--- src/rtl/ggbfs_pkg.sv ---
// Shared types, codes and helpers for the greedy best-first grid search block.
package ggbfs_pkg;

	localparam int GRID_DIM_DEF   = 64;
	localparam int OPEN_DEPTH_DEF = 4096;
	localparam int CRD_W          = 7;
	localparam int DIST_W         = 8;
	localparam int CFG_IDX_W      = 3;
	localparam int CFG_DATA_W     = 7;

	typedef enum logic [1:0] {
		KIND_LOAD,
		KIND_RESTART,
		KIND_STEP,
		KIND_NOP
	} kind_t;

	typedef enum logic [1:0] {
		ST_LOOK,
		ST_GOAL,
		ST_UNREACH,
		ST_DONE
	} stat_t;

	typedef enum logic [CFG_IDX_W-1:0] {
		CFG_MAP_W,
		CFG_MAP_H,
		CFG_START_X,
		CFG_START_Y,
		CFG_GOAL_X,
		CFG_GOAL_Y
	} cfg_idx_t;

	typedef enum logic [4:0] {
		S_CLR,
		S_IDLE,
		S_DISP,
		S_RCLR,
		S_RSET,
		S_POP,
		S_POPW,
		S_GOAL,
		S_NB,
		S_NBW,
		S_SCAN,
		S_SCANW,
		S_DEC,
		S_SHR,
		S_SHW,
		S_NXT,
		S_R_LOOK,
		S_R_GOAL,
		S_R_UNR,
		S_R_DONE
	} state_t;

	typedef struct packed {
		kind_t      kind;
		logic [5:0] cell_x;
		logic [5:0] cell_y;
		logic       obstacle;
	} in_item_t;

	typedef struct packed {
		stat_t      status;
		logic [5:0] node_x;
		logic [5:0] node_y;
		logic [5:0] parent_x;
		logic [5:0] parent_y;
	} out_item_t;

	typedef struct packed {
		logic [6:0] map_width;
		logic [6:0] map_height;
		logic [5:0] start_x;
		logic [5:0] start_y;
		logic [5:0] goal_x;
		logic [5:0] goal_y;
	} cfg_t;

	typedef struct packed {
		logic [CRD_W-1:0] x;
		logic [CRD_W-1:0] y;
		logic [CRD_W-1:0] px;
		logic [CRD_W-1:0] py;
	} ent_t;

	typedef struct packed {
		logic  latch_in;
		logic  obs_wr;
		logic  clr_wr;
		logic  clr_obs;
		logic  rst_list;
		logic  pop_rd;
		logic  pop_take;
		logic  vis_mark;
		logic  nb_first;
		logic  nb_next;
		logic  scan_first;
		logic  scan_rd;
		logic  scan_next;
		logic  pos_from_i;
		logic  pos_from_cnt;
		logic  sh_init;
		logic  sh_rd;
		logic  sh_wr;
		logic  ins_wr;
		logic  res_load;
		stat_t res_status;
	} ctl_cmd_t;

	typedef struct packed {
		kind_t kind;
		logic  clr_last;
		logic  cnt_zero;
		logic  is_goal;
		logic  nb_ok;
		logic  cell_free;
		logic  scan_end;
		logic  match;
		logic  less;
		logic  full;
		logic  k_gt_pos;
		logic  nb_last;
		logic  out_free;
	} dp_stat_t;

	function automatic logic [DIST_W-1:0] goal_dist(input logic [CRD_W-1:0] x,
		input logic [CRD_W-1:0] y, input logic [5:0] gx, input logic [5:0] gy);
		logic [CRD_W-1:0] gxe;
		logic [CRD_W-1:0] gye;
		logic [CRD_W-1:0] dx;
		logic [CRD_W-1:0] dy;
		gxe = CRD_W'(gx);
		gye = CRD_W'(gy);
		dx  = (x > gxe) ? x - gxe : gxe - x;
		dy  = (y > gye) ? y - gye : gye - y;
		return DIST_W'(dx) + DIST_W'(dy);
	endfunction

endpackage

--- src/rtl/ggbfs_ctrl.sv ---
// Sequencer for the search block: issues datapath commands per item.
module ggbfs_ctrl (
	input  logic                clk,
	input  logic                arst_n,
	input  logic                in_valid,
	output logic                in_ready,
	input  ggbfs_pkg::dp_stat_t stat,
	output ggbfs_pkg::ctl_cmd_t cmd
);
	import ggbfs_pkg::*;

	state_t state_q;
	state_t state_d;

	always_ff @(posedge clk or negedge arst_n) begin
		if (!arst_n) begin
			state_q <= S_CLR;
		end else begin
			state_q <= state_d;
		end
	end

	always_comb begin
		state_d = state_q;
		case (state_q)
			S_CLR:    if (stat.clr_last) state_d = S_IDLE;
			S_IDLE:   if (in_valid) state_d = S_DISP;
			S_DISP: begin
				case (stat.kind)
					KIND_RESTART: state_d = S_RCLR;
					KIND_STEP:    state_d = S_POP;
					default:      state_d = S_R_DONE;
				endcase
			end
			S_RCLR:   if (stat.clr_last) state_d = S_RSET;
			S_RSET:   state_d = S_R_DONE;
			S_POP:    state_d = stat.cnt_zero ? S_R_UNR : S_POPW;
			S_POPW:   state_d = S_GOAL;
			S_GOAL:   state_d = stat.is_goal ? S_R_GOAL : S_NB;
			S_NB:     state_d = stat.nb_ok ? S_NBW : S_NXT;
			S_NBW:    state_d = stat.cell_free ? S_SCAN : S_NXT;
			S_SCAN:   state_d = stat.scan_end ? S_DEC : S_SCANW;
			S_SCANW: begin
				if (stat.match) state_d = S_NXT;
				else if (stat.less) state_d = S_DEC;
				else state_d = S_SCAN;
			end
			S_DEC:    state_d = stat.full ? S_NXT : S_SHR;
			S_SHR:    state_d = stat.k_gt_pos ? S_SHW : S_NXT;
			S_SHW:    state_d = S_SHR;
			S_NXT:    state_d = stat.nb_last ? S_R_LOOK : S_NB;
			S_R_LOOK, S_R_GOAL, S_R_UNR, S_R_DONE: begin
				if (stat.out_free) state_d = S_IDLE;
			end
			default:  state_d = S_IDLE;
		endcase
	end

	always_comb begin
		cmd      = '0;
		in_ready = 1'b0;
		case (state_q)
			S_CLR: begin
				cmd.clr_wr  = 1'b1;
				cmd.clr_obs = 1'b1;
			end
			S_IDLE: begin
				in_ready     = 1'b1;
				cmd.latch_in = in_valid;
			end
			S_DISP:   cmd.obs_wr = (stat.kind == KIND_LOAD);
			S_RCLR:   cmd.clr_wr = 1'b1;
			S_RSET:   cmd.rst_list = 1'b1;
			S_POP:    cmd.pop_rd = !stat.cnt_zero;
			S_POPW:   cmd.pop_take = 1'b1;
			S_GOAL: begin
				cmd.vis_mark = 1'b1;
				cmd.nb_first = !stat.is_goal;
			end
			S_NBW:    cmd.scan_first = stat.cell_free;
			S_SCAN: begin
				cmd.pos_from_cnt = stat.scan_end;
				cmd.scan_rd      = !stat.scan_end;
			end
			S_SCANW: begin
				cmd.pos_from_i = !stat.match && stat.less;
				cmd.scan_next  = !stat.match && !stat.less;
			end
			S_DEC:    cmd.sh_init = !stat.full;
			S_SHR: begin
				cmd.sh_rd  = stat.k_gt_pos;
				cmd.ins_wr = !stat.k_gt_pos;
			end
			S_SHW:    cmd.sh_wr = 1'b1;
			S_NXT:    cmd.nb_next = !stat.nb_last;
			S_R_LOOK: begin
				cmd.res_load   = stat.out_free;
				cmd.res_status = ST_LOOK;
			end
			S_R_GOAL: begin
				cmd.res_load   = stat.out_free;
				cmd.res_status = ST_GOAL;
			end
			S_R_UNR: begin
				cmd.res_load   = stat.out_free;
				cmd.res_status = ST_UNREACH;
			end
			S_R_DONE: begin
				cmd.res_load   = stat.out_free;
				cmd.res_status = ST_DONE;
			end
			default: begin
				cmd = '0;
			end
		endcase
	end

endmodule

--- config.mk ---
export PLATFORM = sky130hd
export DESIGN_NAME = ggbfs_ctrl
export DESIGN_NICKNAME = d
export VERILOG_FILES = /design/src/rtl/ggbfs_pkg.sv /design/src/rtl/ggbfs_ctrl.sv
export SDC_FILE = /design/constraint.sdc
export NUM_CORES = 1
export LEC_CHECK = 0
export BUFFER_PORTS_ARGS = -buffer_cell sky130_fd_sc_hd__buf_2
export CAP_MARGIN = 0
export CORE_MARGIN = 5
export CORE_UTILIZATION = 30
export CTS_BUF_LIST = sky130_fd_sc_hd__clkbuf_4 sky130_fd_sc_hd__clkbuf_8
export DETAILED_ROUTE_END_ITERATION = 10
export PLACE_DENSITY_LB_ADDON = 0.12
export SYNTH_ARGS = -nofsm -noshare
export SYNTH_HDL_FRONTEND = slang
export SYNTH_SLANG_ARGS = --single-unit
--- constraint.sdc ---
create_clock -name clk -period 3.4 [get_ports clk]
set_input_delay 0.17 -clock clk [delete_from_list [all_inputs] [get_ports clk]]
set_output_delay 0.17 -clock clk [all_outputs]
set_load 0.1 [all_outputs]
Yosys cells after proc, flatten, opt, wreduce, memory -nomap -nowiden
Cells that the tools add are included.

storage, ports and cells
  register bits after elaboration = 5
  bits of input ports = 17
  output and inout port bits = 23

operators by class
  equal/unequal tests = 25
  muxes and demuxes = 35
  reductions and logical operators = 15

operators with widths
  cell                                                                    count
  5-bit one-hot mux with 17 select lines                                  1
  5-bit by 4-bit equality test with 1-bit output (second input constant)  8
  5-bit 2-to-1 mux                                                        7
  5-bit by 3-bit equality test with 1-bit output (second input constant)  4
  5-bit equality test (second input constant)                             4
  1-bit 2-to-1 mux                                                        17
  3-bit 2-to-1 mux                                                        5
  3-bit one-hot mux with 4 select lines                                   1
  5-bit by 2-bit equality test with 1-bit output (second input constant)  2
  5-bit one-hot mux with 2 select lines                                   1
  1-bit zero test                                                         8
  2-bit != test (second input constant)                                   4
  2-bit 2-to-1 mux                                                        3
  5-bit by 1-bit equality test with 1-bit output (second input constant)  1
  5-bit zero test                                                         1
  4-bit AND reduction                                                     1
  4-bit OR reduction                                                      1
  2-bit by 1-bit equality test with 1-bit output (second input constant)  1
  2-bit equality test (second input constant)                             1
  1-bit logical AND                                                       2
  2-bit zero test                                                         1
  2-bit OR reduction                                                      1

Logic depth before layout (Yosys ltp)
Gate-level depths: netlist of run 1.

  word-level depth = 4
  depth in mapped cells = 6

Least setup slack after synthesis of run 1
OpenSTA, ideal clock, no wires.

  path kind = register -> output
  from = reg state_q[4]
  to = out cmd[8] in the netlist's numbering
  arrival = 3,206 ps
  slack = 24 ps
  stages on the path, launching flop included = 5
  cells stage by stage = dfrtp_1 buf_2 nor3b_2 nand3_1 nor3b_1

RTL lines
  item                    line              text
  from (decl)             ggbfs_ctrl.sv:12  state_t state_q;
  from (signal assigned)  ggbfs_ctrl.sv:19  state_q <= state_d;
  to (decl)               ggbfs_ctrl.sv:8   output ggbfs_pkg::ctl_cmd_t cmd

==> summary.md, run 1 <==
| Metric | Value |
|---|---|
| Final setup viols | `0` |
| Largest net degree at the start of global routing | `22` |
| Largest register by flop count | `state_q` |
| Clock buffer count from CTS | `3` |
| Hold Path Class | `in -> reg` |
| Post-synthesis sequential area ratio | `15.8%` |
| Count of different cell masters after synthesis | `40` |
| Dpl hpwl | `1950 um` |
| Num rows | `18` |
| Final Cycle Share | `68.4%` |
| Tot GR Track Use | `13.8%` |
| Layout Area Growth over Synthesis | `29.1%` |
| Max VDD drop | `0.000821 V` |
| Crit path arrival time | `2160 ps` |
| Final Hold Fails | `0` |
| WL/cell | `14.3 um` |
| Final slew viol count | `0` |
| Mapped Area | `792 um2` |
| Sum Neg Setup Slack | `0 ps` |
| Final Skew | `1.19 ps` |
| Pwr/cell area | `987 nW/um2` |
| Via count | `964` |
| Share of post-route cells with drive strength above 1 | `34.7%` |
| I/O pin count | `40` |
| Max cap viols | `0` |
| Die area | `3770 um2` |
| Bufs on Longest Clock Path | `2` |
| CTS Root Buffer Type | `clkbuf_4` |
| CP max FO | `21` |
| Clock sink count | `5` |
| Largest registers | `state_q: 5 flops` |
| Vias in the first global route | `867` |
| Post-route ant nets | `0` |
| Worst skew pair latency | `240 ps` |
| Number of H-tree levels | `1` |
| DRT iter0 DRCs | `55` |
| Total power | `1.01 mW` |
| Critical path class | `reg -> out` |
| Nets | `168` |
| Minimum clock period | `2330 ps` |
| DRC | `0` |
| DRT Wirelength | `2530 um` |
| Grt ovf | `0` |
| Final GP Congestion | `0.789` |
| CTS tree | `yes` |
| RSZ-0062 raised after global routing | `no` |
| Clk pin slew, worst setup/hold paths | `40 ps` |
| Flops & latches, synth | `5` |
| Measured slew at the worst slew-check pin | `663 ps` |
| Core ar. | `2500 um2` |
| Achievable Freq | `0.430 GHz` |
| Critical Path RT | `3230 ps` |
| Starting Density | `31.7%` |
| Lkg Pwr | `0.513 nW` |
| Die height | `61.4 um` |
| Ys Warns | `0` |
| # diodes | `0` |
| Critical path launch point type | `flop` |
| TritonRoute pass-1 iters | `4` |
| Die Wd | `61.4 um` |
| Antenna violations before repair | `0` |
| Status | `finished clean` |
| Syn nets | `132` |
| First-pass GRT wire length | `3990 um` |
| Max_slew headroom | `55.8%` |
| Cell count after synthesis | `112` |
| Synthesized area per cell | `7.07 um2` |
| Port-buffer cells | `39` |
| Routed vias/inst | `5.45` |
| Number of flip-flops in the largest register | `5` |
| Worst Setup End Kind | `output port` |
cell type report:
class	instances	area, um2
clock buffer	4	30.0
fill	289	1480
inverter	6	22.5
multi-input combinational	92	602
sequential	5	125
tap	30	37.5
timing repair buffer	40	205
final timing paths:
kind / start / to / slack, ps / cells past startpoint
max: state_q[4]$_DFFE_PN0P_ / cmd[8] / 1070 / 4
min: stat[9] / state_q[3]$_DFFE_PN0P_ / 260 / 3
max reg2reg: state_q[1]$_DFFE_PN0P_ / state_q[1]$_DFFE_PN0P_ / 1580 / 4
min reg2reg: state_q[3]$_DFFE_PN0P_ / state_q[3]$_DFFE_PN0P_ / 780 / 2
max in group asynchronous: arst_n / state_q[0]$_DFFE_PN0P_ / 2990 / 2
min in group asynchronous: arst_n / state_q[4]$_DFFE_PN0P_ / 270 / 2
metrics by stage:
step	util, %	setup slack [ps]	hold slack (ps)	instance area, um2	instances
5_1_grt	40.9	920	263	1020	177
4_1_cts	40.9	1060	258	1020	177
2_1_floorplan	-	23.5	-126	792	112
6_report	40.9	1070	259	1020	177
3_5_place_dp	39.3	1320	-7.72	982	172
3_3_place_gp	39.3	1370	-7.10	982	172
cells by family (layout without fill, tap and decap cells):
family | after synthesis | in the layout | synth area share (%)
flops | 5 | 5 | 15.8
fa+ha+maj | 3 | 3 | 4.74
mux | 3 | 3 | 3.95
buf+inv | 15 | 50 | 8.21
simple gates | 61 | 61 | 44.2
compound gates | 25 | 25 | 23.1
power breakdown:
part           switching [mW]  leakage [nW]  total, mW  internal, mW
sequential              0.112        0.0639      0.194        0.0825
combinational           0.542         0.430      0.736         0.195
clock                  0.0259        0.0184     0.0783        0.0524
routing by layer:
metal / GRT usage [%] / part of all wire, %
met1: 19.7 / 45
met2: 22.4 / 49
met3: 3.14 / 6.6
met4: 0.909 / 0
met5: 0 / 0
cell usage in the layout (no fill, tap or decap), drive strengths merged, types with 2 or more instances in the layout:
| cell | n |
|---|---|
| a211oi | 3 |
| a21oi | 5 |
| and3 | 8 |
| buf | 39 |
| clkbuf | 4 |
| dfrtp | 5 |
| ha | 3 |
| inv | 6 |
| mux2i | 2 |
| nand2 | 7 |
| nand2b | 3 |
| nand3 | 2 |
| nand4b | 2 |
| nor2 | 12 |
| nor2b | 3 |
| nor3 | 12 |
| nor3b | 4 |
| o21ai | 4 |
| o21bai | 2 |
| or2 | 2 |
| or3 | 3 |
cell usage after synthesis:
master / n / share of area, %
or3_1: 3 / 2.4
and3_1: 8 / 6.3
or3b_1: 1 / 1.1
o21bai_1: 2 / 1.9
or2_2: 2 / 1.6
a211oi_1: 3 / 2.8
a41oi_2: 1 / 2.1
mux2i_1: 2 / 2.5
nand2_1: 7 / 3.3
ha_1: 3 / 4.7
clkbuf_1: 2 / 0.95
o22a_1: 1 / 1.1
nand3_1: 2 / 1.3
a21oi_1: 5 / 3.2
nor2b_1: 3 / 2.4
a32oi_1: 1 / 1.1
nor3_4: 1 / 2.1
o22ai_1: 1 / 0.79
nor3b_1: 3 / 2.8
mux2_2: 1 / 1.4
nor3_1: 11 / 7.0
nand2b_1: 3 / 2.4
a211o_1: 1 / 1.1
buf_2: 7 / 4.4
a22oi_1: 1 / 0.95
a21boi_0: 1 / 0.95
dfrtp_1: 5 / 16
o21ai_0: 4 / 2.5
o221a_1: 1 / 1.4
nand4b_1: 2 / 2.2
nor2_2: 1 / 0.79
nor4_1: 1 / 0.79
inv_2: 1 / 0.47
o221ai_1: 1 / 1.1
nor3b_2: 1 / 1.6
inv_1: 5 / 2.4
nor2_1: 11 / 5.2
nor4b_1: 1 / 1.1
o211ai_1: 1 / 0.95
o311ai_1: 1 / 1.1
critical path, cell delays in order, from the launching register on:
cell	delay (ps)
dfrtp_1	580
nor3b_2	450
nand3_1	180
nor3b_1	230
buf_2	450
timing repair:
item                      4_1_cts  5_1_grt
setup buffers                   0        0
hold buffers                    1        0
hold endpoints to repair        5        0
gates resized for setup         0        0
Note: power is estimated with default switching activity, not from simulation.
==> inputs of run 2 (changes only) <==
Settings changed: ABC_AREA from default to 1.
Clock period 3.4 ns to 2.2 ns, I/O delays scaled along.
==> run 2 against run 1 <==
Net effect: critical path type unchanged; critical endpoint is now cmd[10]; largest power group unchanged; highest routed layer is now met4; sequential share of layout area shrank 0.34 points; flip-flop and latch count unchanged; cell count up 20%; core utilization rose by 5.3 points; sequential power is essentially flat; wire length fell by 3.8%.
==> summary.md, run 2 <==
| Metric | Value |
|---|---|
| Footprint of the multi-input gates | `529 um2 (-12%)` |
| RSZ-0062 raised after global routing | `no` |
| Post-CTS setup buffers | `0 (unchanged)` |
| Most used flip-flop cell after synthesis | `dfrtp_1` |
| Post-synth ARST share | `100% (unchanged)` |
| Bufs on Longest Clock Path | `2 (unchanged)` |
| Final WS setup | `133 ps (-941 ps)` |
| Most common cell in the synthesized netlist | `nand2_1` |
| Final setup viols | `0 (unchanged)` |
| Achievable Freq | `0.484 GHz` |
| List of most frequent post-synthesis cells | `nand2_1 (38), nor2_1 (34), inv_1 (31)` |
| Clk pin slew, worst setup/hold paths | `50 ps (about the same)` |
| Clock sink count | `5 (unchanged)` |
| Final Cycle Share | `93.9%` |
| Clock buffer count from CTS | `3 (unchanged)` |
| Max cap viols | `0 (unchanged)` |
| Synth area leader | `nand2_1` |
| Max_slew headroom | `67.6% (+12 points)` |
| EDFF count, synth | `0 (unchanged)` |
| Grt ovf | `0 (unchanged)` |
| R2R setup slack | `590 ps (-990 ps)` |
| Critical Path RT | `2090 ps (-1140 ps)` |
| # diodes | `0 (unchanged)` |
| Mapped Area | `729 um2 (-7.9%)` |
| Commonest non-fill, non-tap cell in the layout | `nand2_1` |
| Hold path depth | `3 (unchanged)` |
| Post-route ant nets | `0 (unchanged)` |
| Max VDD drop | `0.00103 V (+26%)` |
| Worst R2R Start | `state_q[4]$_DFFE_PN0P_` |
| I/O pin count | `40 (unchanged)` |
| Port-buffer cells | `39 (unchanged)` |
| CP max FO | `7 (-67%)` |
| Core ar. | `2280 um2 (-9.0%)` |
| Antenna violations before repair | `0 (unchanged)` |
| Number of H-tree levels | `1 (unchanged)` |
| Pwr/cell area | `1430 nW/um2 (+44%)` |
| CTS tree | `yes` |
| Hold Path Class | `in -> reg` |
| Tot GR Track Use | `14.5% (+0.65 points)` |
| Largest net degree at the start of global routing | `9 (-59%)` |
| Worst skew pair latency | `250 ps (about the same)` |
| Post-Place Cells | `207 (+20%)` |
| Cell count after synthesis | `141 (+26%)` |
| Top cells by area, synth | `nand2_1 (20%), nor2_1 (17%), dfrtp_1 (17%)` |
| Count of different cell masters after synthesis | `16 (-60%)` |
| Register area | `125 um2 (unchanged)` |
| Fin cells | `212 (+20%)` |
| DRC | `0 (unchanged)` |
| Post-synthesis sequential area ratio | `17.2% (+1.4 points)` |
| Nets | `205 (+22%)` |
| First-pass GRT wire length | `3970 um (-0.53%)` |
| Hold_ws | `123 ps (-137 ps)` |
| Ys Warns | `0 (unchanged)` |
| Die height | `59.3 um (-3.4%)` |
| Largest register by flop count | `state_q` |
| Fillers | `265 (-8.3%)` |
| Status | `finished clean` |
| Most frequent cells in the layout | `nand2_1 (38), buf_2 (35), inv_1 (31)` |
| Starting Density | `32.1% (+0.37 points)` |
| Die Wd | `59.3 um (-3.4%)` |
| Final Hold Fails | `0 (unchanged)` |
| WL/cell | `11.5 um (-20%)` |
| Final slew viol count | `0 (unchanged)` |
| Worst Hold End | `state_q[4]$_DFFE_PN0P_` |
| R2R cell count | `9 (+5)` |
| Routed vias/inst | `4.74 (-13%)` |
| Critical path launch point type | `flop` |
| DRT iter0 DRCs | `34 (-38%)` |
| Flops & latches, synth | `5 (unchanged)` |
| Sum Neg Setup Slack | `0 ps (unchanged)` |
| Syn nets | `161 (+22%)` |
| Via count | `1,005 (+4.3%)` |
| Dpl hpwl | `2050 um (+5.2%)` |
| Fin util | `46.2% (+5.3 points)` |
| DRT Wirelength | `2430 um (-3.8%)` |
| Die area | `3520 um2 (-6.6%)` |
| TritonRoute pass-1 iters | `4 (unchanged)` |
| Crit path arrival time | `1960 ps (-200 ps)` |
| Vias in the first global route | `975 (+12%)` |
| CP max-delay cell | `dfrtp_1` |
| Most used cell, CP | `inv_1` |
| Final GP Congestion | `0.865 (+9.6%)` |
| Synthesized area per cell | `5.17 um2 (-27%)` |
| Share of post-route cells with drive strength above 1 | `31.5% (-3.2 points)` |
| Slowest stage delay, CP | `460 ps (-120 ps)` |
| Measured slew at the worst slew-check pin | `489 ps (-174 ps)` |
| Worst Setup End Kind | `output port` |
| Number of flip-flops in the largest register | `5 (unchanged)` |
| Reg-to-Reg End | `state_q[0]$_DFFE_PN0P_` |
| Layout Area Growth over Synthesis | `44.1%` |
| Placement Setup Slack | `300 ps (-1020 ps)` |
| Critical path cell sequence | `inv_1 > nand3_1 > nor2_1 > nand2_1 > inv_1 > buf_2` |
| Minimum clock period | `2070 ps` |
| Critical path class | `reg -> out` |
| Largest registers | `state_q: 5 flops` |
| CTS Root Buffer Type | `clkbuf_4` |
| Num rows | `17 (-1)` |
| Lkg Pwr | `0.672 nW (+31%)` |
| Final Skew | `6.73 ps (+5.54 ps)` |
| Yosys top cell area share | `19.6% (+3.8 points)` |
| Min-delay src | `stat[10]` |
run 2: changes by cell type after synthesis, sizes merged, moves of 5 or more:
cell,before,now
nor3,12,7
nor2,12,35
and3,8,0
nand2,7,38
inv,6,31
buf,7,1
run 2: cell families (layout without fill, tap and decap cells):
family | count (synthesis) | count (layout) | synth area share, %
simple gates | 91 | 91 | 52.5
buf+inv | 32 | 75 | 17.5
compound gates | 10 | 10 | 7.72
flops | 5 | 5 | 17.2
fa+ha+maj | 3 | 3 | 5.15
run 2: repair_timing:
item                       in CTS  in global routing
resized for setup               0                  5
hold endpoints to repair        5                  0
hold buffers                    1                  0
setup endpoints to repair       0                  4
run 2: final cells by class:
cell class,count,area share [%]
inverter,31,11.1
tap,28,3.33
multi-input combinational,104,50.4
timing repair buffer,40,20.5
sequential,5,11.9
clock buffer,4,2.86
run 2: metrics by stage:
stage                     instance area (um2)  power [mW]
after detailed placement                  998        1.36
after CTS                                1040        1.50
after floorplan                           779        1.18
after global routing                     1050        1.62
final                                    1050        1.50
after global placement                    998        1.37
run 2: worst max path at each step:
stage	from	end	slack [ps]	cells after the start
after floorplan	state_q[4]$_DFFE_PN0P_	cmd[5]	-730	3
after global placement	state_q[4]$_DFFE_PN0P_	cmd[9]	390	6
after detailed placement	state_q[4]$_DFFE_PN0P_	cmd[9]	300	6
after CTS	state_q[4]$_DFFE_PN0P_	cmd[9]	30	6
after global routing	state_q[4]$_DFFE_PN0P_	cmd[9]	20	6
final	state_q[0]$_DFFE_PN0P_	cmd[10]	130	6
run 2: where the power goes:
group	switching [mW]	internal, mW
clock	0.0396	0.0810
combinational	0.955	0.227
sequential	0.0640	0.132
run 2: worst max-delay path: cells and delay by family, from the launching register on:
family | cells | cell delay (ps)
flops | 1 | 460
buf+inv | 3 | 690
simple gates | 3 | 560
run 2: layer usage:
| metal | routed length (um) | share of wire, % | up-vias | track usage (%) |
|---|---|---|---|---|
| met2 | 1100 | 45 | 46 | 24.5 |
| li1 | - | - | 519 | - |
| met3 | 240 | 9.9 | 7 | 3.05 |
| met5 | 0 | 0 | - | 0 |
| met4 | 57 | 2.3 | 0 | 5.18 |
| met1 | 1030 | 42 | 433 | 17.9 |
